File: config.mk
export PLATFORM = sky130hd
export DESIGN_NAME = iba_ctrl
export DESIGN_NICKNAME = d
export VERILOG_FILES = /design/src/hdl/iba_pkg.sv /design/src/hdl/iba_ctrl.sv
export VERILOG_INCLUDE_DIRS = /design/src /design/src/hdl
export SDC_FILE = /design/constraint.sdc
export NUM_CORES = 1
export LEC_CHECK = 0
export ABC_AREA = 0
export BUFFER_PORTS_ARGS = -buffer_cell sky130_fd_sc_hd__buf_2
export CORE_AREA = 4 4 41 43
export CTS_CLUSTER_SIZE = 20
export DETAILED_ROUTE_END_ITERATION = 7
export DIE_AREA = 0 0 45 47
export SLEW_MARGIN = 20
export SYNTH_ARGS = -nofsm -noshare
export SYNTH_HDL_FRONTEND = slang
export SYNTH_SLANG_ARGS = --single-unit
File: constraint.sdc
create_clock -name clk -period 2.3 [get_ports clk]
set_clock_uncertainty 0.1 [all_clocks]
set_input_delay 0.345 -clock clk [delete_from_list [all_inputs] [get_ports clk]]
set_output_delay 0.345 -clock clk [all_outputs]
set_load 0.03 [all_outputs]
File: src/hdl/id_bitmap_allocator_defines.svh
// ----------------------------------------------------------------------------
// id_bitmap_allocator_defines.svh
// Assertion macros shared by the identifier allocator modules.
// ----------------------------------------------------------------------------
`ifndef ID_BITMAP_ALLOCATOR_DEFINES_SVH
`define ID_BITMAP_ALLOCATOR_DEFINES_SVH
`ifndef SYNTHESIS
// same-cycle implication
`define IBA_ASSERT_IMPLY(lbl, clk, rst_n, ante, cons) \
    lbl: assert property (@(posedge clk) disable iff (!rst_n) (ante) |-> (cons)) \
        else $error("id allocator check failed");
// next-cycle implication
`define IBA_ASSERT_NEXT(lbl, clk, rst_n, ante, cons) \
    lbl: assert property (@(posedge clk) disable iff (!rst_n) (ante) |=> (cons)) \
        else $error("id allocator check failed");
`else
`define IBA_ASSERT_IMPLY(lbl, clk, rst_n, ante, cons)
`define IBA_ASSERT_NEXT(lbl, clk, rst_n, ante, cons)
`endif
`endif

File: src/hdl/iba_pkg.sv
// ----------------------------------------------------------------------------
// iba_pkg
// Types and constants of the bitmap identifier allocator.
// ----------------------------------------------------------------------------
package iba_pkg;

    localparam int ID_W          = 16;
    localparam int OP_W          = 2;
    localparam int ID_COUNT_DEF  = 65536;
    localparam int WORD_BITS_DEF = 32;

    // one summary row covers this many map words
    localparam int SUM_W     = 64;
    localparam int SUM_COL_W = 6;

    typedef enum logic [OP_W-1:0] {
        OP_CLAIM   = 2'd0,
        OP_RELEASE = 2'd1,
        OP_TAKE    = 2'd2
    } op_t;

    typedef enum logic [2:0] {
        S_CLEAR,
        S_IDLE,
        S_DIV,
        S_ADDR,
        S_ROW,
        S_WORD,
        S_UPDATE,
        S_FAIL
    } state_t;

    typedef struct packed {
        logic clear;
        logic capture;
        logic divide;
        logic address;
        logic row_read;
        logic word_read;
        logic update;
        logic fail;
        op_t  op;
    } dp_cmd_t;

    typedef struct packed {
        logic clear_last;
        logic group_empty;
        logic slot_free;
    } dp_status_t;

endpackage

File: src/hdl/iba_ctrl.sv
// ----------------------------------------------------------------------------
// iba_ctrl
// Sequencer of the allocator: clearing pass, then one operation at a time.
// ----------------------------------------------------------------------------
`include "id_bitmap_allocator_defines.svh"

module iba_ctrl (
    input  logic                     clk,
    input  logic                     rst_n,
    input  logic                     in_valid,
    output logic                     in_stall,
    input  logic [iba_pkg::OP_W-1:0] operation,
    output iba_pkg::dp_cmd_t         cmd,
    input  iba_pkg::dp_status_t      status
);

    iba_pkg::state_t state_reg;
    iba_pkg::state_t state_next;
    iba_pkg::op_t    op_reg;
    iba_pkg::op_t    op_next;

    always_ff @(posedge clk or negedge rst_n)
    begin
        if (!rst_n)
        begin
            state_reg <= iba_pkg::S_CLEAR;
            op_reg    <= iba_pkg::OP_CLAIM;
        end
        else
        begin
            state_reg <= state_next;
            op_reg    <= op_next;
        end
    end

    always_comb
    begin
        state_next = state_reg;
        op_next    = op_reg;
        in_stall   = 1'b1;
        cmd        = '0;
        cmd.op     = op_reg;
        case (state_reg)
            iba_pkg::S_CLEAR:
            begin
                cmd.clear = 1'b1;
                if (status.clear_last)
                begin
                    state_next = iba_pkg::S_IDLE;
                end
            end
            iba_pkg::S_IDLE:
            begin
                in_stall = 1'b0;
                if (in_valid)
                begin
                    cmd.capture = 1'b1;
                    case (operation)
                        iba_pkg::OP_CLAIM, iba_pkg::OP_RELEASE:
                        begin
                            op_next    = iba_pkg::op_t'(operation);
                            state_next = iba_pkg::S_DIV;
                        end
                        iba_pkg::OP_TAKE:
                        begin
                            op_next    = iba_pkg::OP_TAKE;
                            state_next = iba_pkg::S_ROW;
                        end
                        default:
                        begin
                            // undefined code: fail and echo the id
                            op_next    = iba_pkg::OP_CLAIM;
                            state_next = iba_pkg::S_FAIL;
                        end
                    endcase
                end
            end
            iba_pkg::S_DIV:
            begin
                cmd.divide = 1'b1;
                state_next = iba_pkg::S_ADDR;
            end
            iba_pkg::S_ADDR:
            begin
                cmd.address = 1'b1;
                state_next  = iba_pkg::S_UPDATE;
            end
            iba_pkg::S_ROW:
            begin
                if (status.group_empty)
                begin
                    state_next = iba_pkg::S_FAIL;
                end
                else
                begin
                    cmd.row_read = 1'b1;
                    state_next   = iba_pkg::S_WORD;
                end
            end
            iba_pkg::S_WORD:
            begin
                cmd.word_read = 1'b1;
                state_next    = iba_pkg::S_UPDATE;
            end
            iba_pkg::S_UPDATE:
            begin
                if (status.slot_free)
                begin
                    cmd.update = 1'b1;
                    state_next = iba_pkg::S_IDLE;
                end
            end
            iba_pkg::S_FAIL:
            begin
                if (status.slot_free)
                begin
                    cmd.fail   = 1'b1;
                    state_next = iba_pkg::S_IDLE;
                end
            end
            default:
            begin
                state_next = iba_pkg::S_IDLE;
            end
        endcase
    end

    `IBA_ASSERT_NEXT(a_clear_once, clk, rst_n, state_reg != iba_pkg::S_CLEAR, state_reg != iba_pkg::S_CLEAR)
    `IBA_ASSERT_IMPLY(a_result_slot, clk, rst_n, cmd.update || cmd.fail, status.slot_free)
    `IBA_ASSERT_NEXT(a_accept_leaves_idle, clk, rst_n, state_reg == iba_pkg::S_IDLE && in_valid, state_reg != iba_pkg::S_IDLE)

endmodule

# Yosys cells after proc, flatten, opt, wreduce, memory -nomap -nowiden
# Cells that the tools add are included.
# Widths: inputs -> output; s select.
word_totals:
  reg_bits: 5
  in_bits: 8
  output_inout_bits: 11
  wordCells: 40
classes:
  n_eq_ne: 12
  mux: 19
  reduce_logical: 7
op_table:
  columns: ["operator", "n"]
  rows:
  - ["$pmux 3 s6", 1]
  - ["$eq 3x3->1 const B", 4]
  - ["$mux 1", 12]
  - ["$mux 3", 3]
  - ["$eq 3x2->1 const B", 2]
  - ["$pmux 3 s2", 1]
  - ["$reduce_or 2->1", 3]
  - ["$ne 2x2->1 const B", 2]
  - ["$pmux 2 s2", 1]
  - ["$eq 3x1->1 const B", 1]
  - ["$logic_not 3->1", 1]
  - ["$reduce_and 3->1", 1]
  - ["$eq 2x1->1 const B", 1]
  - ["$eq 2x2->1 const B", 1]
  - ["$logic_not 2->1", 1]
  - ["$mux 2", 1]
  - ["$ne 2x1->1 const B", 1]
  - ["$reduce_and 2->1", 1]

# Longest topological paths before layout
depth:
  word_depth: 5
  mapped_depth: 4
  mapped_depth_nobuf: 3

# Worst setup path after synthesis
# No wires, ideal clock.
synth_timing:
  path_type: "reg-to-output"
  start: "register state_reg[0]"
  end: "output port cmd[5] (netlist bit)"
  arrival_time_ps: 1621
  t_required_ps: 1855
  slack_ps: 234
  path_stages_with_launch: 3
  n_path_buf: 1
  path_cell_list: "dfrtp_1 buf_2 nor4b_1"
synth_lines:
  columns: ["element", "line_no", "rtl"]
  rows:
  - ["start, declared", "iba_ctrl.sv:17", "iba_pkg::state_t state_reg;"]
  - ["start signal, assigned", "iba_ctrl.sv:26", "state_reg <= iba_pkg::S_CLEAR;"]
  - ["start signal, assigned", "iba_ctrl.sv:31", "state_reg <= state_next;"]
  - ["end, declared", "iba_ctrl.sv:13", "output iba_pkg::dp_cmd_t cmd,"]

==> impl_metrics.json <==
{
  "wl_um": 861,
  "wl_per_cell_um": 12.0,
  "yosysWarnings": 0,
  "r2r-start": "state_reg[0]$_DFFE_PN0P_",
  "start_util_pct": 27.8,
  "rsz0062_at_grt": "false",
  "synth_edf_count": 0,
  "die_w_um": 45,
  "root_buffer": "clkbuf_4",
  "hold_depth": 2,
  "syn_inst": 37,
  "r2r-end": "op_reg[1]$_DFFE_PN0P_",
  "min_period_ns": 1.93,
  "met3_usage_pct": 3.83,
  "post-cts-setup-buffer-count": 0,
  "vias_per_cell": 4.58,
  "synth_mux_area_share_pct": 8.30,
  "gp_congestion": 0.729,
  "clkLatencyLatePin_ns": 0.24,
  "crit_required_ns": 1.86,
  "avgSynthCellArea_um2": 9.77,
  "synth-seq-cells": 5,
  "vias": 330,
  "grt_pass1_vias": 330,
  "synth_flop_cell": "dfrtp_1",
  "slew_headroom_pct": 74.7,
  "outcome": "completed",
  "power_density_nw_per_um2": 1390,
  "slew_viol_final": 0,
  "hold_buffers": 1,
  "arrival_ns": 1.49,
  "grt_overflow_total": 0,
  "synth_fa_ha_area_share_pct": 0,
  "crit_chain": "nor2b_4, and3b_4, buf_2",
  "filler_cell_count": 157,
  "grt_pass1_wl_um": 1370,
  "max_freq_mhz": 518,
  "syn_nets": 45,
  "ctsLongestPathBuffers": 2,
  "worstMarginPinSlew_ns": 0.380,
  "clkTransAtPathRegs_ns": 0.05,
  "ys_types": 24,
  "synth_xor_xnor_area_share_pct": 0,
  "synth_compound_area_share_pct": 14.9,
  "area_growth_pct": 34.3,
  "grt_most_used_layer": "met2",
  "hp-start": "in_valid",
  "finalNetCount": 66,
  "drt_iter0_markers": 4,
  "reg2reg_slack_ns": 0.74,
  "largest_register_ffs": 3,
  "reg2reg_depth": 3,
  "critPathMaxFanout": 14,
  "grt_use_met2_pct": 12.4,
  "synth_top_cells_by_area": "dfrtp_1 35%, mux2_4 8.3%, nor2b_1 5.2%",
  "yosysMostFrequentCell": "dfrtp_1",
  "core_area_um2": 1300,
  "end_kind": "output port",
  "synth_largest_area_cell": "dfrtp_1",
  "die_area_um2": 2120,
  "hp-class": "input pin to flip-flop",
  "io_pins": 19,
  "drt_first_pass_iters": 2,
  "grt_util_met1_pct": 11.7,
  "yosys.area_share.simple_pct": 36.3,
  "htree_levels": 1,
  "synth_top_family_by_area": "simple AND/OR/NAND/NOR gates",
  "dieHeight_um": 47,
  "netlist_top_cells_count": "5 x dfrtp_1, 3 x nor2b_1",
  "p_total_uw": 676,
  "postRouteAntennaNets": 0,
  "track_usage_pct": 9.51,
  "hold_end": "state_reg[0]$_DFFE_PN0P_",
  "slowest_stage": "dfrtp_1",
  "antenna_found_initial": 0,
  "finalCritPeriodShare_pct": 84.0,
  "critical_path_class": "flip-flop to output port",
  "tns_ns": 0,
  "cts_tree": "done",
  "start_kind": "flip-flop",
  "drcViolationCount": 0,
  "rows": 13,
  "antenna_cells": 0,
  "drive_above_1_share_pct": 47.4,
  "drv_cap": 0,
  "grt_max_degree": 15,
  "netlist_area_um2": 362,
  "cts_num_sinks": 5,
  "io_buffers": 18,
  "yosysSeqAreaShare_pct": 34.6,
  "setup_viol": 0,
  "hold_viol": 0,
  "leakage_uw": 0.000244,
  "place_hpwl_um": 652,
  "synth-async-reset-ratio_pct": 100,
  "ir_worst_vdd_mv": 0.579,
  "cts-resized-gates": 0,
  "yosysTopAreaCellShare_pct": 34.6,
  "cp_slowest_stage_delay_ns": 0.56,
  "numCtsBuffers": 3
}
-- worst max-delay path, delay by kind of cell (launching register included) --
kind | cells | cell delay [ns]
simple gates | 2 | 0.48
flops | 1 | 0.56
buf+inv | 1 | 0.20
-- stage by stage --
| stage | worst slack (ns) | cell area, um^2 | util (%) | cells | hold slack (ns) |
|---|---|---|---|---|---|
| after CTS | 0.360 | 485 | 37.3 | 72 | 0.245 |
| after floorplan | 0.234 | 362 | - | 37 | -0.0506 |
| after global routing | 0.280 | 485 | 37.3 | 72 | 0.258 |
| after global placement | 0.647 | 449 | 34.5 | 67 | 0.0673 |
| after detailed placement | 0.633 | 449 | 34.5 | 67 | 0.0719 |
| final | 0.369 | 485 | 37.3 | 72 | 0.260 |
-- metal layers --
metal  wire (um)  vias up
met5           0        -
met4           0        0
met3          78        0
met2         351       16
met1         431      145
li1            -      169
-- cell type report --
cell class	instances	area, um^2	area share (%)
Clock buffer	4	26.3	5.41
Multi-Input combinational cell	29	215	44.3
Sequential cell	5	125	25.8
Tap cell	15	18.8	3.87
Timing Repair Buffer	19	100	20.6
-- power breakdown --
group          switching [uW]  internal (uW)
logic                     197            159
clock network            38.0           65.7
registers                86.6            130
-- worst max-delay path by stage --
stage / start / cells after the start / slack [ns] / endpoint
2_1_floorplan: state_reg[0]$_DFFE_PN0P_ / 2 / 0.23 / cmd[5]
3_3_place_gp: state_reg[0]$_DFFE_PN0P_ / 3 / 0.65 / cmd[8]
3_5_place_dp: state_reg[0]$_DFFE_PN0P_ / 3 / 0.63 / cmd[8]
4_1_cts: state_reg[0]$_DFFE_PN0P_ / 3 / 0.36 / cmd[8]
5_1_grt: state_reg[0]$_DFFE_PN0P_ / 3 / 0.28 / cmd[8]
6_report: state_reg[0]$_DFFE_PN0P_ / 3 / 0.37 / cmd[8]
-- cells in the final DEF (no fill, tap or decap) --
| master | count |
|---|---|
| and3_1 | 1 |
| dfrtp_1 | 5 |
| a21o_1 | 1 |
| nor2b_1 | 3 |
| mux2_4 | 2 |
| and3b_4 | 1 |
| and3b_1 | 1 |
| nand2b_1 | 2 |
| nand3_1 | 1 |
| nor2b_4 | 1 |
| o21ba_2 | 1 |
| a21oi_1 | 2 |
| o31ai_1 | 1 |
| and2_1 | 2 |
| nor4b_1 | 1 |
| clkbuf_1 | 1 |
| a32oi_1 | 1 |
| nand2_1 | 2 |
| dlygate4sd3_1 | 1 |
| nor3_1 | 1 |
| buf_2 | 18 |
| or3b_2 | 1 |
| clkbuf_4 | 3 |
| nor2_1 | 1 |
| nor3b_1 | 1 |
| o21ai_0 | 2 |
-- cell families (layout without fill, tap and decap cells) --
kind of cell           after synthesis  in the layout
DFF                                  5              5
muxes                                2              2
and+or+nand+nor                     19             19
AOI/OAI and AO/OA                    8              8
buffers and inverters                3             23
(Power assumes the default switching activity.)
